--- config.mk ---
export PLATFORM = sky130hd
export DESIGN_NAME = pdc_ctrl
export DESIGN_NICKNAME = d
export VERILOG_FILES = /design/src/design/pdc_pkg.sv /design/src/design/pdc_ctrl.sv
export SDC_FILE = /design/constraint.sdc
export NUM_CORES = 1
export LEC_CHECK = 0
export BUFFER_PORTS_ARGS = -buffer_cell sky130_fd_sc_hd__buf_2
export CAP_MARGIN = 10
export CORE_MARGIN = 2
export CORE_UTILIZATION = 30
export DETAILED_ROUTE_END_ITERATION = 8
export PLACE_DENSITY = 0.47
export SLEW_MARGIN = 10
export SYNTH_ARGS = -nofsm -noshare
export SYNTH_HDL_FRONTEND = slang
export SYNTH_SLANG_ARGS = --single-unit
--- constraint.sdc ---
create_clock -name clk -period 11.8 [get_ports clk]
set_input_delay 0 -clock clk [delete_from_list [all_inputs] [get_ports clk]]
set_output_delay 0 -clock clk [all_outputs]
set_load 0.05 [all_outputs]
--- src/design/pdc_pkg.sv ---
package pdc_pkg;

    localparam int DIM_W     = 11;
    localparam int THR_W     = 17;
    localparam int WGT_W     = 5;
    localparam int PIX_W     = 8;
    localparam int IDX_W     = 3;
    localparam int CFG_W     = 17;
    localparam int RING_ROWS = 4;
    localparam int LANE_W    = 2;
    localparam int NSUM_W    = 11;
    localparam int PC_W      = WGT_W + PIX_W + 1;
    localparam int PN_W      = WGT_W + NSUM_W + 1;
    localparam int SUM_W     = 18;

    localparam int ROW_AHEAD = RING_ROWS - 1;

    typedef enum logic [IDX_W-1:0] {
        REG_IMAGE_WIDTH     = 3'd0,
        REG_IMAGE_HEIGHT    = 3'd1,
        REG_THRESHOLD       = 3'd2,
        REG_CENTER_WEIGHT   = 3'd3,
        REG_NEIGHBOR_WEIGHT = 3'd4
    } reg_index_t;

    localparam logic [DIM_W-1:0] WIDTH_RST  = 11'd512;
    localparam logic [DIM_W-1:0] HEIGHT_RST = 11'd512;
    localparam logic [THR_W-1:0] THR_RST    = 17'd200;
    localparam logic [WGT_W-1:0] CW_RST     = 5'b11000;
    localparam logic [WGT_W-1:0] NW_RST     = 5'b00001;

    localparam logic [PIX_W-1:0] MARK_ON  = 8'hFF;
    localparam logic [PIX_W-1:0] MARK_OFF = 8'h00;

    typedef logic [RING_ROWS-1:0][PIX_W-1:0] ring_word_t;
    typedef logic [2:0][PIX_W-1:0] column_t;

    typedef struct packed {
        logic signed [THR_W-1:0] threshold;
        logic signed [WGT_W-1:0] center_weight;
        logic signed [WGT_W-1:0] neighbor_weight;
    } cfg_t;

    typedef struct packed {
        logic              last;
        logic [LANE_W-1:0] lane_up;
        logic [LANE_W-1:0] lane_mid;
        logic [LANE_W-1:0] lane_dn;
        logic              mask_top;
        logic              mask_bot;
        logic              mask_right;
        logic              first_col;
        logic              fwd_a;
        logic              fwd_b;
        logic [LANE_W-1:0] fwd_lane;
        logic [PIX_W-1:0]  fwd_pix;
    } emit_t;

endpackage

--- src/design/pdc_ctrl.sv ---
module pdc_ctrl #(
    parameter int MAX_WIDTH  = 1024,
    parameter int MAX_HEIGHT = 1024,
    parameter int COL_W      = 10
) (
    input  logic                          clk,
    input  logic                          rst_n,
    input  logic                          accept,
    input  logic                          action,
    input  logic [pdc_pkg::PIX_W-1:0]     pixel,
    input  logic                          geom_clear,
    input  logic [pdc_pkg::DIM_W-1:0]     image_width,
    input  logic [pdc_pkg::DIM_W-1:0]     image_height,
    output logic                          emit,
    output pdc_pkg::emit_t                info,
    output logic                          wr_en,
    output logic [COL_W-1:0]              wr_addr,
    output logic [pdc_pkg::LANE_W-1:0]    wr_lane,
    output logic [pdc_pkg::PIX_W-1:0]     wr_data,
    output logic [COL_W-1:0]              rd_addr_a,
    output logic [COL_W-1:0]              rd_addr_b
);

    localparam int ROW_W = $clog2(MAX_HEIGHT + 1);
    localparam int WC_W  = $clog2(MAX_WIDTH + 1);
    localparam int M1_W  = (WC_W > ROW_W) ? WC_W : ROW_W;
    localparam int M2_W  = (M1_W > pdc_pkg::DIM_W) ? M1_W : pdc_pkg::DIM_W;
    localparam int EXT_W = M2_W + 1;

    logic [COL_W-1:0] in_col_reg, in_col_next, out_col_reg, out_col_next;
    logic [ROW_W-1:0] in_row_reg, in_row_next, out_row_reg, out_row_next;

    logic [EXT_W-1:0] iw_x, ih_x, ew, eh;
    logic [EXT_W-1:0] icol_x, irow_x, ocol_x, orow_x;
    logic [EXT_W-1:0] icol1_x, irow1_x, need_r, need_c;
    logic [COL_W-1:0] in_col_step;
    logic [ROW_W-1:0] in_row_step;
    logic             col_wrap, wr_ok, arrived, in_frame, last, out_wrap;

    always_comb
    begin
        iw_x = EXT_W'(image_width);
        ih_x = EXT_W'(image_height);
        if (iw_x == '0)
            ew = EXT_W'(1);
        else if (iw_x > EXT_W'(MAX_WIDTH))
            ew = EXT_W'(MAX_WIDTH);
        else
            ew = iw_x;
        if (ih_x == '0)
            eh = EXT_W'(1);
        else if (ih_x > EXT_W'(MAX_HEIGHT))
            eh = EXT_W'(MAX_HEIGHT);
        else
            eh = ih_x;

        icol_x = EXT_W'(in_col_reg);
        irow_x = EXT_W'(in_row_reg);
        ocol_x = EXT_W'(out_col_reg);
        orow_x = EXT_W'(out_row_reg);

        wr_ok = (irow_x < eh) && (irow_x < orow_x + EXT_W'(pdc_pkg::ROW_AHEAD))
                && (icol_x < ew);
        wr_en = accept && !action && wr_ok;

        col_wrap    = (icol_x + EXT_W'(1)) >= ew;
        in_col_step = col_wrap ? '0 : in_col_reg + COL_W'(1);
        in_row_step = col_wrap ? in_row_reg + ROW_W'(1) : in_row_reg;

        icol1_x = wr_en ? EXT_W'(in_col_step) : icol_x;
        irow1_x = wr_en ? EXT_W'(in_row_step) : irow_x;

        need_r = ((orow_x + EXT_W'(1)) < eh) ? orow_x + EXT_W'(1) : eh - EXT_W'(1);
        need_c = ((ocol_x + EXT_W'(1)) < ew) ? ocol_x + EXT_W'(1) : ew - EXT_W'(1);
        arrived = (need_r < irow1_x) || ((need_r == irow1_x) && (need_c < icol1_x));
        in_frame = (orow_x < eh) && (ocol_x < ew);
        emit = accept && in_frame && arrived;

        last     = (orow_x == eh - EXT_W'(1)) && (ocol_x == ew - EXT_W'(1));
        out_wrap = (ocol_x + EXT_W'(1)) >= ew;

        in_col_next  = in_col_reg;
        in_row_next  = in_row_reg;
        out_col_next = out_col_reg;
        out_row_next = out_row_reg;
        if (geom_clear || (emit && last))
        begin
            in_col_next  = '0;
            in_row_next  = '0;
            out_col_next = '0;
            out_row_next = '0;
        end
        else
        begin
            if (wr_en)
            begin
                in_col_next = in_col_step;
                in_row_next = in_row_step;
            end
            if (emit)
            begin
                out_col_next = out_wrap ? '0 : out_col_reg + COL_W'(1);
                out_row_next = out_wrap ? out_row_reg + ROW_W'(1) : out_row_reg;
            end
        end

        wr_addr   = in_col_reg;
        wr_lane   = in_row_reg[pdc_pkg::LANE_W-1:0];
        wr_data   = pixel;
        rd_addr_a = out_col_reg + COL_W'(1);
        rd_addr_b = out_col_reg;

        info.last       = last;
        info.lane_mid   = out_row_reg[pdc_pkg::LANE_W-1:0];
        info.lane_up    = out_row_reg[pdc_pkg::LANE_W-1:0] - pdc_pkg::LANE_W'(1);
        info.lane_dn    = out_row_reg[pdc_pkg::LANE_W-1:0] + pdc_pkg::LANE_W'(1);
        info.mask_top   = (orow_x == '0);
        info.mask_bot   = (orow_x + EXT_W'(1)) >= eh;
        info.mask_right = out_wrap;
        info.first_col  = (ocol_x == '0);
        info.fwd_a      = wr_en && (wr_addr == rd_addr_a);
        info.fwd_b      = wr_en && (wr_addr == rd_addr_b);
        info.fwd_lane   = wr_lane;
        info.fwd_pix    = pixel;
    end

    always_ff @(posedge clk or negedge rst_n)
    begin
        if (!rst_n)
        begin
            in_col_reg  <= '0;
            in_row_reg  <= '0;
            out_col_reg <= '0;
            out_row_reg <= '0;
        end
        else
        begin
            in_col_reg  <= in_col_next;
            in_row_reg  <= in_row_next;
            out_col_reg <= out_col_next;
            out_row_reg <= out_row_next;
        end
    end

endmodule

[After elaboration in Yosys (flattened, before gate mapping)]
Index checks and enable logic that the tools add are counted.
Storage, ports and cells
  flip-flop bits (word level): 42
  bits of input ports: 35
  logic and storage cells: 78
Operators by class
  add/subtract/negate cells: 12
  order comparisons: 14
  equal/unequal tests: 5
  muxes and demuxes: 20
  reduce and logical (&&, ||, !) cells: 23
Operators by type and width (count)
  11-bit two-way mux: 10
  10-bit two-way mux: 7
  11-bit by 12-bit less-than comparator with 1-bit output: 3
  12-bit two-way mux: 3
  11-bit zero test: 3
  11-bit by 12-bit >= comparator with 1-bit output: 2
  10-bit by 12-bit less-than comparator with 1-bit output: 2
  12-bit less-than comparator: 2
  12-bit by 1-bit subtractor with 12-bit output (second input constant): 2
  10-bit by 1-bit adder with 11-bit output (second input constant): 2
  11-bit by 1-bit adder with 11-bit output (second input constant): 2
  11-bit > comparator (second input constant): 2
  10-bit by 1-bit adder with 10-bit output (second input constant): 2
  10-bit == test: 2
  11-bit by 1-bit adder with 12-bit output (second input constant): 1
  11-bit by 2-bit adder with 12-bit output (second input constant): 1
  10-bit by 12-bit == test with 1-bit output: 1
  11-bit by 12-bit == test with 1-bit output: 1
  12-bit by 11-bit == test with 1-bit output: 1
  12-bit >= comparator: 1
  1-bit logical AND: 12
  12-bit by 10-bit less-than comparator with 1-bit output: 1
  12-bit by 11-bit less-than comparator with 1-bit output: 1
  10-bit zero test: 1
  6 further kinds: 9

[Longest topological paths before layout]
  depth in word-level cells: 16
  gate-level depth with buffers: 28
  mapped depth without buffers: 25

[Least setup slack after synthesis]
Ideal clock, no wire load.
  path kind: reg-to-reg
  start: reg out_col_reg[0], in the netlist rd_addr_b[0]
  end: reg out_row_reg[3]
  arrival: 6.538 ns
  slack: 5.152 ns
  stages on the path, launching flop included: 26
  path buffers: 3
  cells stage by stage: dfrtp_1 inv_1 nor3_1 nand3_1 xnor2_1 ha_1 nand3_1 nor2_1 o21ai_0 nand3_1 clkbuf_1 clkbuf_1 nor2_1 a21oi_1 ha_1 a21o_1 a21oi_1 nor2_1 a31oi_1 a21oi_1 a211o_1 a211o_1 inv_2 buf_2 nand2_1 o41ai_1
On the way
  cells in the longest elaborated chain, start to end: 11
  elaborated cells on any way between the ends: 19
  those cells by class: add/sub (1); order compare (4); eq/ne (1); mux (2); reduce/logical (11)
RTL lines
  from (decl): RTL line pdc_ctrl.sv:30  | logic [COL_W-1:0] in_col_reg, in_col_next, out_col_reg, out_col_next;
  from (signal assigned): RTL line pdc_ctrl.sv:140  | out_col_reg <= out_col_next;
  10-bit by 1-bit adder with 11-bit output: RTL line pdc_ctrl.sv:74  | need_c = ((ocol_x + EXT_W'(1)) < ew) ? ocol_x + EXT_W'(1) : ew - EXT_W'(1);
  12-bit less-than comparator: RTL line pdc_ctrl.sv:74
  12-bit two-way mux: RTL line pdc_ctrl.sv:74
  12-bit by 10-bit less-than comparator with 1-bit output: RTL line pdc_ctrl.sv:75  | arrived = (need_r < irow1_x) || ((need_r == irow1_x) && (need_c < icol1_x));
  1-bit logical AND: RTL line pdc_ctrl.sv:75
  1-bit logical OR: RTL line pdc_ctrl.sv:75
  1-bit logical AND (*): RTL line pdc_ctrl.sv:77  | emit = accept && in_frame && arrived;
  named net emit: RTL line pdc_ctrl.sv:14  | output logic emit,
  1-bit logical AND: RTL line pdc_ctrl.sv:86  | if (geom_clear || (emit && last))
  1-bit logical OR: RTL line pdc_ctrl.sv:86
  2-bit nonzero test (no line)
  2-bit AND reduction (no line)
  to (signal assigned): RTL line pdc_ctrl.sv:141  | out_row_reg <= out_row_next;
  to (decl): RTL line pdc_ctrl.sv:31  | logic [ROW_W-1:0] in_row_reg, in_row_next, out_row_reg, out_row_next;
Mark *: on every way through the listed nets, which the timed path passes. The rest lies on a longest branch.
A chain may end at the register's enable or synchronous reset.

[Worst setup path after layout]
  start: reg out_col_reg[0], in the netlist rd_addr_b[0]
  end: reg in_col_reg[0], in the netlist wr_addr[0]
On the way
  cells in the longest elaborated chain, start to end: 10
  elaborated cells on any way between the ends: 16
  those cells by class: add/sub (1); order compare (3); eq/ne (1); mux (2); reduce/logical (9)
RTL lines
  10-bit by 1-bit adder with 11-bit output: RTL line pdc_ctrl.sv:74
  12-bit less-than comparator: RTL line pdc_ctrl.sv:74
  12-bit two-way mux: RTL line pdc_ctrl.sv:74
  12-bit by 10-bit less-than comparator with 1-bit output: RTL line pdc_ctrl.sv:75
  1-bit logical AND: RTL line pdc_ctrl.sv:75
  1-bit logical OR: RTL line pdc_ctrl.sv:75
  1-bit logical AND: RTL line pdc_ctrl.sv:77
  1-bit logical AND (*): RTL line pdc_ctrl.sv:86
  1-bit logical OR (*): RTL line pdc_ctrl.sv:86
  10-bit two-way mux / 2-bit nonzero test (equally long branches)
  to (signal assigned): RTL line pdc_ctrl.sv:138  | in_col_reg <= in_col_next;
  to (decl): RTL line pdc_ctrl.sv:30
Every way passes the cells marked *; elsewhere a longest branch is shown, timed or not.

==> results.sh <==
export IMPL_synth_warnings=0
export IMPL_initial_core_util=0.304
export IMPL_power_density_nw_per_um2=77.4
export IMPL_finalSetupTns_ns=0
export IMPL_post_drt_wl_per_cell_um=21.9
export IMPL_maxSlewHeadroom=0.320
export IMPL_synth_xor_area_share=0.0960
export IMPL_syn_area_per_cell_um2=7.69
export IMPL_synth_top_family_by_area="simple AND/OR/NAND/NOR gates"
export IMPL_synth_cell_types=71
export IMPL_drc=0
export IMPL_setup_viol=0
export IMPL_holdWs_ns=0.0000213
export IMPL_crit_path_start_kind="register"
export IMPL_cp_arrival_ns=7.49
export IMPL_viasPerCell=5.64
export IMPL_cap_violations=0
export IMPL_required_ns=12.03
export IMPL_dieArea_um2=24000
export IMPL_hp_class="input port to output port"
export IMPL_final_antenna_net_count=0
export IMPL_synth_compound_area_share=0.205
export IMPL_antenna_found_initial=0
export IMPL_grt_pass1_wl_um=39800
export IMPL_grt_usage=0.217
export IMPL_cts_htree_levels=2
export IMPL_vdd_drop_max_v=0.0000493
export IMPL_grt_pass1_vias=6390
export IMPL_drtIter0Drc=499
export IMPL_syn_inst=890
export IMPL_path_class="register to register"
export IMPL_postPlaceCellArea_um2=7190
export IMPL_synth_seq_cells=42
export IMPL_synth_edf_count=0
export IMPL_fin_area_um2=7350
export IMPL_nNetsFinal=1050
export IMPL_pin_count=100
export IMPL_die_y_um=155
export IMPL_num_rows=55
export IMPL_synth_seq_area_share=0.154
export IMPL_grt_overflow_total=0
export IMPL_synthFlopType="dfrtp_1"
export IMPL_cts_repair_resized=0
export IMPL_worst_clock_skew_ns=0.0128
export IMPL_coreArea_um2=22500
export IMPL_yosys_area_share_adder=0.207
export IMPL_netlist_area_um2=6840
export IMPL_hold_violations=0
export IMPL_cp_max_fo=21
export IMPL_worstMarginPinSlew_ns=1.01
export IMPL_postRouteWirelength_um=26000
export IMPL_cts_tree="yes"
export IMPL_post_route_period_util=0.615
export IMPL_mostFrequentLayoutCells="ha_1 (113), nor2_1 (81), buf_2 (75)"
export IMPL_clkSinkCount=42
export IMPL_synth_simple_area_share=0.241
export IMPL_mostFrequentLayoutCell="ha_1"
export IMPL_p_leak_nw=3.46
export IMPL_diodes=0
export IMPL_final_layout_size_suffix_gt1_frac=0.111
export IMPL_cts_inserted_buffers=5
export IMPL_async_reset_ff_frac=1.00
export IMPL_path_clk_slew_ns=0.08
export IMPL_fin_util=0.327
export IMPL_clock_fmax_mhz=138
export IMPL_rsz0062_at_grt="no"
export IMPL_vias=6701
export IMPL_die_w_um=155
export IMPL_place_port_buffers=75
export IMPL_status="finished clean"
export IMPL_grt_max_degree=43
export IMPL_synth_area_mux_share=0.0166
export IMPL_area_growth_pct=7.42
export IMPL_gp_congestion=0.911
export IMPL_finalCriticalPeriod_ns=7.26
export IMPL_ctsLongestPathBuffers=2
export IMPL_maxSlewViolCount=0
export IMPL_mappedNetlistNets=1038
export IMPL_drt_pass1_iter_count=5
export IMPL_hpwl_um=20800
export IMPL_cts_root_buffer="clkbuf_16"
export IMPL_cp_end_kind="register"
export IMPL_worstSkewPairLatency_ns=0.31
## synthesized netlist by cell type (all sizes together) (7+ instances only)
cell type  count  area [um2]
buf           34         250
o21ai         40         211
dfrtp         42        1050
nor4          11        98.8
inv           44         165
a21oi         62         310
nand2         61         229
xor2          31         272
nor2b         12        75.1
nand4         21         131
o21a           7        52.6
nor2          82         315
mux2i          8        80.1
nor3          31         155
ha           113        1410
nand2b        23         144
clkbuf        38         143
a21o          12        90.1
xnor2         44         385
nand3         40         205
o211ai         9        67.6
o41ai          8        70.1
and3          17         106
## stage by stage
step | cells | total power, mW | setup slack (ns)
final | 1188 | 0.569 | 4.54
after global placement | 1179 | 0.416 | 4.45
after CTS | 1188 | 0.571 | 4.56
after global routing | 1188 | 0.603 | 3.97
after detailed placement | 1179 | 0.414 | 4.26
after floorplan | 890 | 0.356 | 5.15
## path summary, 6_finish.rpt
check | from | to | slack [ns] | cells past startpoint
worst max-delay path | rd_addr_b[0] | wr_addr[0] | 4.54 | 20
worst min-delay path | pixel[4] | info[4] | 0.00002 | 0
worst max register to register | rd_addr_b[0] | wr_addr[0] | 4.54 | 20
worst min register to register | in_row_reg[10] | in_row_reg[10] | 0.69 | 2
max in group asynchronous | rst_n | in_row_reg[8] | 11.02 | 3
min in group asynchronous | rst_n | out_row_reg[9] | 0.31 | 3
## worst max-delay path, stage by stage, from the launching register on
cell	delay, ns
dfrtp_1	0.58
inv_1	0.27
nor3_1	0.87
nand3_1	0.40
xnor2_1	0.53
ha_1	0.34
nand3_1	0.07
nor2_1	0.05
o21ai_0	0.11
nand3_1	0.61
nor2_1	0.30
a31oi_1	0.12
ha_1	0.37
nand2_1	0.06
or3_1	0.36
or3_1	0.38
a211oi_1	0.23
a211o_1	0.55
inv_2	0.24
a21o_1	0.48
a21oi_1	0.23
## area by class of cell
class                           instances  area, um2
Multi-Input combinational cell        732       5230
Clock inverter                          3       26.3
Tap cell                              285        357
Sequential cell                        42       1050
Inverter                               44        165
Clock buffer                            5        125
Timing Repair Buffer                   77        393
Fill cell                            2483      15200
## repair_timing
action / CTS / global route
setup buffers: 0 / 0
endpoints found under the hold margin: 42 / 0
hold buffers: 1 / 0
## metal layers
metal / part of all wire / routed length (um) / global-route usage
met1: 0.45 / 11700 / 0.294
met2: 0.47 / 12300 / 0.364
met4: 0.028 / 741 / 0.0688
met3: 0.050 / 1300 / 0.0226
met5: 0 / 0 / 0
## kinds of logic (layout without fill, tap and decap cells)
logic type	count (synthesis)	in the layout
compound gates	210	210
xor+xnor	75	75
fa+ha+maj	113	113
buf+inv	116	129
flops	42	42
mux	11	11
simple gates	323	323
## power breakdown
| part | internal [mW] | switching [mW] |
|---|---|---|
| clock | 0.0811 | 0.0727 |
| combinational | 0.0810 | 0.176 |
| sequential | 0.147 | 0.0113 |
| total | 0.309 | 0.260 |
(Power assumes the default switching activity.)
