<file path="src/design/pdc_pkg.sv">
package pdc_pkg;

    localparam int DIM_W     = 11;
    localparam int THR_W     = 17;
    localparam int WGT_W     = 5;
    localparam int PIX_W     = 8;
    localparam int IDX_W     = 3;
    localparam int CFG_W     = 17;
    localparam int RING_ROWS = 4;
    localparam int LANE_W    = 2;
    localparam int NSUM_W    = 11;
    localparam int PC_W      = WGT_W + PIX_W + 1;
    localparam int PN_W      = WGT_W + NSUM_W + 1;
    localparam int SUM_W     = 18;

    localparam int ROW_AHEAD = RING_ROWS - 1;

    typedef enum logic [IDX_W-1:0] {
        REG_IMAGE_WIDTH     = 3'd0,
        REG_IMAGE_HEIGHT    = 3'd1,
        REG_THRESHOLD       = 3'd2,
        REG_CENTER_WEIGHT   = 3'd3,
        REG_NEIGHBOR_WEIGHT = 3'd4
    } reg_index_t;

    localparam logic [DIM_W-1:0] WIDTH_RST  = 11'd512;
    localparam logic [DIM_W-1:0] HEIGHT_RST = 11'd512;
    localparam logic [THR_W-1:0] THR_RST    = 17'd200;
    localparam logic [WGT_W-1:0] CW_RST     = 5'b11000;
    localparam logic [WGT_W-1:0] NW_RST     = 5'b00001;

    localparam logic [PIX_W-1:0] MARK_ON  = 8'hFF;
    localparam logic [PIX_W-1:0] MARK_OFF = 8'h00;

    typedef logic [RING_ROWS-1:0][PIX_W-1:0] ring_word_t;
    typedef logic [2:0][PIX_W-1:0] column_t;

    typedef struct packed {
        logic signed [THR_W-1:0] threshold;
        logic signed [WGT_W-1:0] center_weight;
        logic signed [WGT_W-1:0] neighbor_weight;
    } cfg_t;

    typedef struct packed {
        logic              last;
        logic [LANE_W-1:0] lane_up;
        logic [LANE_W-1:0] lane_mid;
        logic [LANE_W-1:0] lane_dn;
        logic              mask_top;
        logic              mask_bot;
        logic              mask_right;
        logic              first_col;
        logic              fwd_a;
        logic              fwd_b;
        logic [LANE_W-1:0] fwd_lane;
        logic [PIX_W-1:0]  fwd_pix;
    } emit_t;

endpackage

</file>
<file path="src/design/pdc_datapath.sv">
module pdc_datapath (
    input  logic                         clk,
    input  logic                         rst_n,
    input  logic                         emit,
    input  pdc_pkg::emit_t               info,
    input  pdc_pkg::ring_word_t          rd_data_a,
    input  pdc_pkg::ring_word_t          rd_data_b,
    input  pdc_pkg::cfg_t                cfg,
    output logic                         s1_ready,
    output logic                         m_tvalid,
    input  logic                         m_tready,
    output logic [pdc_pkg::PIX_W-1:0]    m_tdata,
    output logic                         m_tlast
);

    logic v1_reg, v2_reg, v3_reg, vo_reg;
    logic v1_next, v2_next, v3_next, vo_next;
    logic ready2, ready3, ready_o, adv1, adv2, adv3;

    pdc_pkg::emit_t      info1_reg;
    pdc_pkg::column_t    left_reg;
    pdc_pkg::ring_word_t la, lb;
    pdc_pkg::column_t    col_l, col_c, col_r;

    logic [pdc_pkg::PIX_W-1:0]  center2_reg;
    logic [pdc_pkg::NSUM_W-1:0] nsum, nsum2_reg;
    logic                       last2_reg, last3_reg;

    logic signed [pdc_pkg::PC_W-1:0]  pc, pc3_reg;
    logic signed [pdc_pkg::PN_W-1:0]  pn, pn3_reg;
    logic signed [pdc_pkg::SUM_W-1:0] sum, thr_x;

    logic [pdc_pkg::PIX_W-1:0] mark_reg;
    logic                      tlast_reg;

    always_comb
    begin
        ready_o  = !vo_reg || m_tready;
        ready3   = !v3_reg || ready_o;
        ready2   = !v2_reg || ready3;
        s1_ready = !v1_reg || ready2;
        adv1     = v1_reg && ready2;
        adv2     = v2_reg && ready3;
        adv3     = v3_reg && ready_o;

        v1_next = emit ? 1'b1 : (adv1 ? 1'b0 : v1_reg);
        v2_next = adv1 ? 1'b1 : (adv2 ? 1'b0 : v2_reg);
        v3_next = adv2 ? 1'b1 : (adv3 ? 1'b0 : v3_reg);
        vo_next = adv3 ? 1'b1 : ((vo_reg && m_tready) ? 1'b0 : vo_reg);
    end

    // window columns, with bypass of the pixel written alongside the read
    always_comb
    begin
        la = rd_data_a;
        lb = rd_data_b;
        if (info1_reg.fwd_a)
            la[info1_reg.fwd_lane] = info1_reg.fwd_pix;
        if (info1_reg.fwd_b)
            lb[info1_reg.fwd_lane] = info1_reg.fwd_pix;

        col_r[0] = (info1_reg.mask_top || info1_reg.mask_right) ? '0 : la[info1_reg.lane_up];
        col_r[1] = info1_reg.mask_right ? '0 : la[info1_reg.lane_mid];
        col_r[2] = (info1_reg.mask_bot || info1_reg.mask_right) ? '0 : la[info1_reg.lane_dn];

        col_c[0] = info1_reg.mask_top ? '0 : lb[info1_reg.lane_up];
        col_c[1] = lb[info1_reg.lane_mid];
        col_c[2] = info1_reg.mask_bot ? '0 : lb[info1_reg.lane_dn];

        col_l = info1_reg.first_col ? '0 : left_reg;

        nsum = pdc_pkg::NSUM_W'(col_l[0]) + pdc_pkg::NSUM_W'(col_l[1])
             + pdc_pkg::NSUM_W'(col_l[2]) + pdc_pkg::NSUM_W'(col_c[0])
             + pdc_pkg::NSUM_W'(col_c[2]) + pdc_pkg::NSUM_W'(col_r[0])
             + pdc_pkg::NSUM_W'(col_r[1]) + pdc_pkg::NSUM_W'(col_r[2]);
    end

    always_comb
    begin
        pc    = cfg.center_weight * $signed({1'b0, center2_reg});
        pn    = cfg.neighbor_weight * $signed({1'b0, nsum2_reg});
        sum   = pdc_pkg::SUM_W'(pc3_reg) + pdc_pkg::SUM_W'(pn3_reg);
        thr_x = pdc_pkg::SUM_W'(cfg.threshold);
    end

    always_ff @(posedge clk or negedge rst_n)
    begin
        if (!rst_n)
        begin
            v1_reg <= 1'b0;
            v2_reg <= 1'b0;
            v3_reg <= 1'b0;
            vo_reg <= 1'b0;
        end
        else
        begin
            v1_reg <= v1_next;
            v2_reg <= v2_next;
            v3_reg <= v3_next;
            vo_reg <= vo_next;
        end
    end

    always_ff @(posedge clk)
    begin
        if (emit)
        begin
            info1_reg <= info;
        end
        if (adv1)
        begin
            left_reg    <= col_c;
            center2_reg <= col_c[1];
            nsum2_reg   <= nsum;
            last2_reg   <= info1_reg.last;
        end
        if (adv2)
        begin
            pc3_reg   <= pc;
            pn3_reg   <= pn;
            last3_reg <= last2_reg;
        end
        if (adv3)
        begin
            mark_reg  <= (sum < thr_x) ? pdc_pkg::MARK_ON : pdc_pkg::MARK_OFF;
            tlast_reg <= last3_reg;
        end
    end

    assign m_tvalid = vo_reg;
    assign m_tdata  = mark_reg;
    assign m_tlast  = tlast_reg;

endmodule

</file>
<file path="config.mk">
export PLATFORM = sky130hd
export DESIGN_NAME = pdc_datapath
export DESIGN_NICKNAME = d
export VERILOG_FILES = /design/src/design/pdc_pkg.sv /design/src/design/pdc_datapath.sv
export SDC_FILE = /design/constraint.sdc
export NUM_CORES = 1
export LEC_CHECK = 0
export CAP_MARGIN = 30
export CORE_MARGIN = 10
export CORE_UTILIZATION = 45
export DETAILED_ROUTE_END_ITERATION = 16
export DONT_BUFFER_PORTS = 1
export PLACE_DENSITY = 0.71
export SLEW_MARGIN = 20
export SYNTH_ARGS = -nofsm -noshare
export SYNTH_HDL_FRONTEND = slang
export SYNTH_SLANG_ARGS = --single-unit
</file>
<file path="constraint.sdc">
create_clock -name clk -period 7 [get_ports clk]
set_input_delay 0.35 -clock clk [delete_from_list [all_inputs] [get_ports clk]]
set_output_delay 0.35 -clock clk [all_outputs]
set_load 0.02 [all_outputs]
</file>
# Word-level counts from Yosys, hierarchy flattened
# Index checks and enable logic that the tools add are counted.
# classes
n_shift	0
n_mux	33
n_bitwise	0
multipliers	2
div	0
reduce_logical	19
eq_ne	0
n_addsub	8
order_cmp	6
# op_table
operator	n
$mux W8	13
$bmux W8 S2	6
$bwmux W32	2
$mux W32	2
$add A11 B8 Y11	4
$mux W24	1
$add A14 B17 Y18	1
$lt A18 B17 Y1	1
$mul A5 B12 Y17	1
$demux W8 S2	1
$mul A5 B9 Y14	1
$lt A2 B3 Y1 const B	4
$add A10 B8 Y11	1
$add A9 B8 Y10	1
$add A8 B8 Y9	1
$mux W1	8
$reduce_bool A2 Y1	4
$logic_or A1 B1 Y1	6
$logic_and A1 B1 Y1	5
$logic_not A1 Y1	4
$ge A2 B1 Y1 const B	1
# totals
latch_bits	0
word_cells	94
inputBits	118
memories	0
mem_bits_rw	0
register_bits	104
rom_bits	0

# Longest topological paths before layout
# Gate-level depths: netlist (run 1).
# logic_depth
depth_word	14
ltp_mapped	20
depth_no_buf	19

# Worst setup path after synthesis (run 1)
# Ideal clock, no wire load.
# synth_path
path_kind	register to register
start	reg info1_reg[17] (netlist name)
end	reg nsum2_reg[10] (netlist name), data pin
stages_incl_launch_ff	18
setup_slack_ns	1.706
n_path_buf	2
synth_period_minus_slack_ns	5.294
arrival_time_ns	5.030
setup_ns	0.265
path_cell_list	edfxtp_1 > clkbuf_1 > buf_2 > mux4_2 > nor2_1 > fa_1 > fa_1 > fa_1 > inv_1 > fa_1 > inv_1 > ha_1 > fa_1 > a21o_1 > a21oi_1 > o21bai_1 > a21oi_1 > o21ai_0
# synth_rtl
item	line	rtl
from (decl)	pdc_datapath.sv:20	pdc_pkg::emit_t info1_reg;
from (signal assigned)	pdc_datapath.sv:108	info1_reg <= info;
to (signal assigned)	pdc_datapath.sv:114	nsum2_reg <= nsum;
to (decl)	pdc_datapath.sv:26	logic [pdc_pkg::NSUM_W-1:0] nsum, nsum2_reg;

# Worst setup path in the final report (run 1)
# layout_path
start	reg info1_reg[9] (netlist name)
end	reg nsum2_reg[10] (netlist name), data pin
# layout_via
elab_chain_len	14
word_cells_on_any_way	29
classes_between	5 x add/sub; 2 x order compare; 21 x mux; 1 x reduce/logical
# layout_lines
item	line	rtl
$lt A2 B3 Y1 (not written as such) / $ge A2 B1 Y1 (equally long branches)	pdc_datapath.sv:58, pdc_datapath.sv:60	
$logic_and A1 B1 Y1 (not written as such)	pdc_datapath.sv:58, pdc_datapath.sv:60	
$mux W8 (not written as such)	pdc_datapath.sv:58, pdc_datapath.sv:60	
$demux W8 S2 *	pdc_datapath.sv:58, pdc_datapath.sv:60	
$bwmux W32	pdc_datapath.sv:60	lb[info1_reg.fwd_lane] = info1_reg.fwd_pix;
$mux W32	pdc_datapath.sv:59	if (info1_reg.fwd_b)
$bmux W8 S2	pdc_datapath.sv:66	col_c[0] = info1_reg.mask_top ? '0 : lb[info1_reg.lane_up];
$mux W8 (not written as such)	pdc_datapath.sv:66	
$mux W8	pdc_datapath.sv:66	
$add A10 B8 Y11	pdc_datapath.sv:73	+ pdc_pkg::NSUM_W'(col_l[2]) + pdc_pkg::NSUM_W'(col_c[0])
$add A11 B8 Y11 (2 in a row)	pdc_datapath.sv:74	+ pdc_pkg::NSUM_W'(col_c[2]) + pdc_pkg::NSUM_W'(col_r[0])
$add A11 B8 Y11	pdc_datapath.sv:75	+ pdc_pkg::NSUM_W'(col_r[1]) + pdc_pkg::NSUM_W'(col_r[2]);
$add A11 B8 Y11 *	pdc_datapath.sv:75	
net nsum (one bit)	pdc_datapath.sv:26	
# Mark *: on every way through the listed nets, which the timed path passes. The rest lies on a longest branch. The select of a mux whose other input is x is not followed.
# A chain may end at the register's enable or synchronous reset.

==> flow_summary.json, run 1 <==
{
  "setup_viol": 0,
  "finalMaxSlewViolations": 0,
  "antennaDiodeCount": 0,
  "grt_antenna_before_repair": 0,
  "ys_seq_elements": 97,
  "critPathCapture": "nsum2_reg[10]",
  "fmax_mhz": 163,
  "drt_iter0_markers": 399,
  "tns_ps": 0,
  "grt_pass1_wl_um": 38900,
  "yosys.cell_types.count": 57,
  "grt_pass1_vias": 7612,
  "synth-edff-count": 93,
  "startpoint_type": "flop",
  "synth_area_um2": 11100,
  "wirelength_um": 23300,
  "dpl.cell_count": 1306,
  "viasPerCell": 5.42,
  "critPathKind": "reg -> reg",
  "drt-wirelength-per-cell_um": 17.6,
  "cp_data_required_time_ps": 7090,
  "vias": 7167,
  "io_buffer_count": 0,
  "synthFlopType": "edfxtp_1",
  "hpwlAfterDp_um": 19800,
  "dr.pass1.iters": 4,
  "cts-htree-levels": 3,
  "yosysWarnings": 0,
  "finalNetCount": 1314,
  "io_pins": 129,
  "insertion_delay_ps": 360,
  "cts_sinks": 97,
  "outcome": "finished clean",
  "p_leak_nw": 5.30,
  "critPathMaxFanout": 8,
  "relSlewSlack_pct": 37.4,
  "placed_cell_area_um2": 11400,
  "syn_avg_cell_area_um2": 10.9,
  "cts_buffers": 9,
  "worst_slew_pin_slew_ps": 934,
  "dieArea_um2": 31400,
  "worstHoldPathType": "in -> reg",
  "final_common_cell": "inv_1",
  "synthToLayoutAreaGrowth_pct": 5.20,
  "min_period_ps": 6150,
  "chipHeight_um": 177,
  "grt.overflow.total": 0,
  "drv_cap": 0,
  "ctsResizeCount": 0,
  "initial_core_util_pct": 45.8,
  "skew_ps": 12.9,
  "reg2reg_depth": 16,
  "root_buffer": "clkbuf_16",
  "path_clk_slew_ps": 70,
  "async_reset_ff_share_pct": 4.12,
  "rsz0062_at_grt": "false",
  "die_w_um": 177,
  "syn_inst": 1017,
  "final_cell_mix": "inv_1, ha_1, fa_1",
  "reg2reg_slack_ps": 850,
  "gp_congestion": 0.855,
  "fp.coreArea_um2": 24300,
  "power_density_nw_per_um2": 449,
  "cts.path.max_buffers": 2,
  "drcViolationCount": 0,
  "grt_max_degree": 37,
  "arrival_ps": 6250,
  "num_rows": 57,
  "cts_tree": "built",
  "end_kind": "flop",
  "hold_viol": 0,
  "r2r-start": "info1_reg[9]",
  "post-route-period-util_pct": 87.9,
  "synth-seq-area-share_pct": 26.0,
  "ant_nets": 0,
  "reg2reg_to": "nsum2_reg[10]",
  "synth_fp_nets": 1337,
  "finalInstanceArea_um2": 11700,
  "irDropWorstVdd_mv": 0.264,
  "nFillCells": 2215,
  "largest_register_ffs": 23,
  "startpoint": "info1_reg[9]",
  "grtUsageTotal_pct": 15.5,
  "drive_above_1_share_pct": 7.81,
  "final_cell_count_no_fill": 1323
}
-- power breakdown --
| part | switching, mW | leakage (nW) | internal (mW) |
|---|---|---|---|
| sequential | 0.131 | 0.954 | 0.973 |
| combinational | 1.95 | 4.19 | 1.65 |
| clock | 0.215 | 0.160 | 0.347 |
-- Yosys cell counts (all sizes together) (6+ instances only) --
cell,number,area (um2)
inv,147,552
ha,107,1340
fa,95,1900
edfxtp,93,2790
mux2i,65,651
nand2,55,221
nor2,52,195
mux4,48,1110
and2,45,282
nand2b,38,238
a21oi,37,185
xnor2,27,236
o21ai,26,130
clkbuf,22,86.3
buf,21,145
nor2b,20,133
or2,14,87.6
a21o,12,90.1
nor3,12,60.1
o21a,9,67.6
xor2,9,78.8
nand3,7,45.0
a211oi,6,45.0
nand4,6,37.5
-- critical path, cell delays in order (launching register included) --
cell and delay [ps]:
edfxtp_1 540, nor3b_2 810, mux2i_1 250, mux4_2 490, or2_1 270, fa_1 570
fa_1 440, fa_1 550, inv_1 60, fa_1 410, ha_1 220, fa_1 400
a21o_1 180, a21oi_1 210, o21bai_1 90, a21oi_1 240, o21ai_0 150
-- logic make-up (layout without fill, tap and decap cells) --
logic type,count (synthesis),in the layout,synth area share (%)
and+or+nand+nor,264,264,12.7
adders and majority gates,202,202,29.1
buffers and inverters,190,172,7.04
AOI/OAI and AO/OA,115,115,6.52
muxes,113,113,15.8
DFF,97,97,26.0
xor gates and xnor gates,36,36,2.83
-- per-stage QoR --
step | setup slack, ps | power, mW | utilization, % | hold WS, ps
6_report | 847 | 5.26 | 48.1 | 80.6
3_5_place_dp | 862 | 4.73 | 46.7 | 54.5
3_3_place_gp | 968 | 4.61 | 46.7 | 54.5
5_1_grt | 560 | 5.89 | 48.1 | 58.2
2_1_floorplan | 1710 | 4.05 | - | 54.4
4_1_cts | 832 | 5.32 | 48.1 | 65.6
-- what timing repair did --
action | CTS | global route
setup buffers | 0 | 0
endpoints found under the hold margin | 4 | 0
endpoints found under the setup margin | 0 | 0
hold buffers | 1 | 0
-- metal layers --
layer / routed length [um] / global-route usage, % / up-vias
li1: - / - / 3456
met4: 507 / 4.69 / 0
met3: 1860 / 5.42 / 27
met2: 11500 / 26.5 / 205
met1: 9490 / 18.0 / 3479
met5: 0 / 0 / -
-- area by class of cell --
class | count | area (um2) | area share, %
inverter | 147 | 552 | 4.71
clock buffer | 10 | 229 | 1.96
clock inverter | 6 | 106 | 0.908
timing repair buffer | 9 | 70.1 | 0.598
tap | 324 | 405 | 3.46
sequential | 97 | 2890 | 24.7
multi-input combinational | 730 | 7450 | 63.7
-- worst min path at each step --
stage | slack, ps | start | to | cells after the start
3_5_place_dp | 50 | rst_n | v1_reg | 0
3_3_place_gp | 50 | rst_n | v2_reg | 0
5_1_grt | 60 | info[22] | info1_reg[22] | 0
2_1_floorplan | 50 | rst_n | m_tvalid | 0
6_report | 80 | info[22] | info1_reg[22] | 0
4_1_cts | 70 | info[22] | info1_reg[22] | 0
Power figures use the tool's default switching activity.
==> run 2: changes to the inputs <==
==> constraint.sdc (replaced) <==
create_clock -name clk -period 6.96 [get_ports clk]
set_input_delay 0.348 -clock clk [delete_from_list [all_inputs] [get_ports clk]]
set_output_delay 0.348 -clock clk [all_outputs]
set_load 0.02 [all_outputs]
==> flow_summary.json, run 2 (same netlist as run 1, synthesis figures left out) <==
{
  "outcome": "finished clean",
  "min_period_ps": 6250,
  "worst_slew_pin_slew_ps": 974,
  "r2r-start": "info1_reg[9]",
  "tns_ps": 0,
  "post-route-period-util_pct": 89.7,
  "worstHoldStart": "info[0]",
  "chipHeight_um": 177,
  "min_path_cells": 0,
  "initial_core_util_pct": 45.8,
  "drt_iter0_markers": 391,
  "irDropWorstVdd_mv": 0.271,
  "power_density_nw_per_um2": 452,
  "rsz0062_at_grt": "false",
  "dr.pass1.iters": 4,
  "critPathKind": "reg -> reg",
  "final_cell_mix": "inv_1, ha_1, fa_1",
  "synthToLayoutAreaGrowth_pct": 5.23,
  "grt_pass1_vias": 7599,
  "grtUsageTotal_pct": 15.3,
  "grt_max_degree": 37,
  "grt_antenna_before_repair": 0,
  "crit_family": "adder cells",
  "fp.coreArea_um2": 24300,
  "ctsResizeCount": 0,
  "startpoint_type": "flop",
  "reg2reg_to": "nsum2_reg[10]",
  "critPathMaxStageDelay_ps": 840,
  "critPathBufInv": 3,
  "drt-wirelength-per-cell_um": 17.5,
  "grt_pass1_wl_um": 38800,
  "relSlewSlack_pct": 34.8,
  "critPathMaxFanout": 8,
  "cts_tree": "built",
  "io_pins": 129,
  "worstHoldPathType": "in -> reg",
  "cp_slowest_cell": "nor3b_2",
  "insertion_delay_ps": 350,
  "num_rows": 57,
  "dpl.cell_count": 1306,
  "cts.path.max_buffers": 2,
  "hold_path_end": "info1_reg[0]",
  "final_common_cell": "inv_1",
  "gp_congestion": 0.872,
  "fmax_mhz": 160,
  "largest_register_ffs": 23,
  "end_kind": "flop",
  "grt.overflow.total": 0,
  "vias": 7138,
  "cp_cell_sequence": "nor3b_2 > mux2i_1 > mux4_2 > or2_1 > fa_1 > inv_1 > fa_1 > fa_1 > inv_1 > fa_1 > inv_1 > ha_1 > fa_1 > a21o_1 > a21oi_1 > o21bai_1 > a21oi_1 > o21ai_0",
  "reg2reg_depth": 18,
  "drv_cap": 0,
  "dieArea_um2": 31400,
  "hpwlAfterDp_um": 19500,
  "hold_viol": 0,
  "path_clk_slew_ps": 70,
  "die_w_um": 177,
  "arrival_ps": 6330,
  "cts-htree-levels": 3,
  "reg2reg_slack_ps": 710,
  "cp_data_required_time_ps": 7040,
  "ant_nets": 0,
  "root_buffer": "clkbuf_16",
  "drcViolationCount": 0,
  "cts_sinks": 97,
  "setup_viol": 0,
  "drive_above_1_share_pct": 7.81,
  "finalNetCount": 1314,
  "viasPerCell": 5.39,
  "skew_ps": 11.8,
  "wirelength_um": 23200,
  "final_cell_count_no_fill": 1324,
  "io_buffer_count": 0,
  "p_leak_nw": 5.30,
  "cts_buffers": 9,
  "post_cts_buffers": 0,
  "path_common_cell": "fa_1",
  "cp_num_cells": 18,
  "finalMaxSlewViolations": 0
}
run 2: cell count changes in the layout (fill, tap and decap cells not counted), sizes merged:
cell / delta
diode: +1
run 2: what timing repair did:
action | CTS | global route
hold endpoints to repair | 4 | 0
hold buffers | 1 | 0
setup endpoints to repair | 0 | 0
run 2: power by group:
group | internal, mW | leakage (nW) | switching (mW)
clock network | 0.349 | 0.160 | 0.212
logic | 1.66 | 4.19 | 1.96
registers | 0.978 | 0.954 | 0.129
total | 2.99 | 5.30 | 2.30
run 2: how the worst max path moves through the flow:
stage	from	slack, ps	to
after floorplan	info1_reg[17]	1670	nsum2_reg[10]
after global placement	info1_reg[9]	930	nsum2_reg[10]
after detailed placement	info1_reg[9]	760	nsum2_reg[10]
after CTS	info1_reg[9]	740	nsum2_reg[10]
after global routing	info1_reg[9]	370	nsum2_reg[10]
final	info1_reg[9]	710	nsum2_reg[10]
run 2: worst reg2reg max path: stages (launching register included):
cell      delay (ps)
edfxtp_1         550
nor3b_2          840
mux2i_1          280
mux4_2           500
or2_1            260
fa_1             420
inv_1             90
fa_1             420
fa_1             510
inv_1             60
fa_1             520
inv_1             40
ha_1             210
fa_1             400
a21o_1           170
a21oi_1          220
o21bai_1         100
a21oi_1          220
o21ai_0          150
run 2: layout make-up:
class                   count  area, um2
diodes                      1       2.50
clock buffers              10        229
clock inverters             6        106
well taps                 324        405
inverters                 147        552
repair buffers              9       70.1
fillers                  2186      12600
multi-input cells         730       7450
flip-flops and latches     97       2890
run 2: stage by stage:
stage / setup WS, ps / power [mW] / hold WS, ps / cell area, um2 / util (%)
CTS: 740 / 5.33 / 72.1 / 11700 / 48.1
finish: 713 / 5.29 / 84.6 / 11700 / 48.2
floorplan: 1670 / 4.08 / 52.4 / 11100 / -
detailed placement: 758 / 4.74 / 52.5 / 11400 / 46.7
global placement: 928 / 4.64 / 52.5 / 11400 / 46.7
global route: 374 / 5.90 / 66.6 / 11700 / 48.1
run 2: per-layer routing:
layer / global-route usage (%) / wire length [um]
met5: 0 / 0
met4: 3.61 / 336
met3: 4.80 / 1690
met2: 27.4 / 11600
met1: 17.5 / 9530
==> run 3: changes to the inputs <==
==> constraint.sdc (replaced) <==
create_clock -name clk -period 6.96 [get_ports clk]
set_input_delay 0.348 -clock clk [delete_from_list [all_inputs] [get_ports clk]]
set_output_delay 0.348 -clock clk [all_outputs]
set_load 0.1 [all_outputs]
==> flow_summary.json, run 3 (same netlist as run 1, synthesis figures left out) <==
{
  "outcome": "finished clean",
  "cts.path.max_buffers": 2,
  "viasPerCell": 5.44,
  "chipHeight_um": 177,
  "root_buffer": "clkbuf_16",
  "cp_data_required_time_ps": 7040,
  "worst_slew_pin_slew_ps": 962,
  "num_rows": 57,
  "drcViolationCount": 0,
  "dr.pass1.iters": 4,
  "min_period_ps": 6180,
  "insertion_delay_ps": 340,
  "worstHoldPathType": "in -> reg",
  "io_buffer_count": 0,
  "tns_ps": 0,
  "drv_cap": 0,
  "power.total_mw": 5.51,
  "finalNetCount": 1318,
  "startpoint_type": "flop",
  "final_cell_count_no_fill": 1326,
  "irDropWorstVdd_mv": 0.374,
  "cts-htree-levels": 3,
  "hold_viol": 0,
  "hpwlAfterDp_um": 19800,
  "grt.overflow.total": 0,
  "wirelength_um": 23400,
  "placed_cell_area_um2": 11400,
  "drive_above_1_share_pct": 8.18,
  "dpl.cell_count": 1310,
  "grt_pass1_vias": 7740,
  "skew_ps": 12.5,
  "ant_nets": 0,
  "grtUsageTotal_pct": 15.4,
  "p_leak_nw": 5.34,
  "antennaDiodeCount": 0,
  "grt_max_degree": 37,
  "finalMaxSlewViolations": 0,
  "synthToLayoutAreaGrowth_pct": 5.81,
  "initial_core_util_pct": 45.8,
  "cts_tree": "built",
  "fmax_mhz": 162,
  "drt-wirelength-per-cell_um": 17.7,
  "finalInstanceArea_um2": 11800,
  "nFillCells": 2189,
  "largest_register_ffs": 23,
  "grt_pass1_wl_um": 39000,
  "post_cts_buffers": 0,
  "die_w_um": 177,
  "critPathKind": "reg -> reg",
  "path_clk_slew_ps": 70,
  "vias": 7211,
  "power_density_nw_per_um2": 468,
  "arrival_ps": 6260,
  "critPathMaxFanout": 8,
  "cts_buffers": 9,
  "rsz0062_at_grt": "false",
  "gp_congestion": 0.866,
  "fp.coreArea_um2": 24300,
  "final_common_cell": "inv_1",
  "post-route-period-util_pct": 88.8,
  "final_cell_mix": "inv_1, ha_1, fa_1",
  "cts_sinks": 97,
  "setup_viol": 0,
  "grt_antenna_before_repair": 0,
  "drt_iter0_markers": 389,
  "io_pins": 129,
  "end_kind": "flop",
  "ctsResizeCount": 0,
  "dieArea_um2": 31400,
  "relSlewSlack_pct": 35.6
}
-- run 3: cell types whose count changed in the layout (fill, tap and decap cells not counted) --
cell | before | now
buf_16 | 0 | 2
buf_4 | 8 | 10
clkbuf_1 | 1 | 0
clkinv_4 | 0 | 1
clkinvlp_4 | 1 | 0
diode_2 | 1 | 0
-- run 3: through the flow --
step	setup WS (ps)	util (%)	hold slack, ps
global route	450	48.4	70.3
global placement	929	46.9	52.5
detailed placement	791	47.0	52.5
floorplan	1670	-	52.4
CTS	787	48.4	73.4
finish	779	48.4	93.6
-- run 3: worst paths after layout --
| path | slack, ps | end | start | cells past startpoint |
|---|---|---|---|---|
| setup / recovery | 780 | nsum2_reg[10] | info1_reg[9] | 18 |
| hold / removal | 90 | info1_reg[12] | info[12] | 0 |
| setup reg to reg | 780 | nsum2_reg[10] | info1_reg[9] | 18 |
| hold reg to reg | 430 | m_tlast | last3_reg | 0 |
| max in group asynchronous | 6520 | m_tvalid | rst_n | 1 |
| min in group asynchronous | 270 | v1_reg | rst_n | 1 |
-- run 3: where the power goes --
group          total [mW]  leakage (nW)  internal, mW  switching [mW]
sequential           1.12         0.954         0.978           0.139
combinational        3.83          4.22          1.70            2.13
clock               0.565         0.163         0.348           0.216
total                5.51          5.34          3.02            2.49
-- run 3: what timing repair did --
action                                  CTS  global route
hold endpoints to repair                  4             0
endpoints found under the setup margin    0             0
hold buffers                              1             0
-- run 3: layer usage --
metal	track usage (%)	vias to the layer above	part of all wire, %
li1	-	3466	-
met3	4.42	29	6.8
met1	18.1	3524	42
met4	4.24	0	2.0
met2	26.9	192	49
met5	0	-	0
-- run 3: final cells by class --
class | instances | area [um2] | area share (%)
multi-input combinational | 730 | 7450 | 63.3
clock inverter | 6 | 108 | 0.914
tap | 324 | 405 | 3.44
clock buffer | 9 | 225 | 1.91
timing repair buffer | 13 | 140 | 1.19
sequential | 97 | 2890 | 24.6
inverter | 147 | 552 | 4.69
-- run 3: worst max-delay path, stage by stage, from the launching register on --
cell,delay (ps)
edfxtp_1,540
nor3b_2,830
mux2i_1,260
mux4_2,490
or2_1,270
fa_1,420
inv_1,90
fa_1,410
fa_1,500
inv_1,60
fa_1,530
inv_1,40
ha_1,210
fa_1,400
a21o_1,180
a21oi_1,210
o21bai_1,90
a21oi_1,220
o21ai_0,150
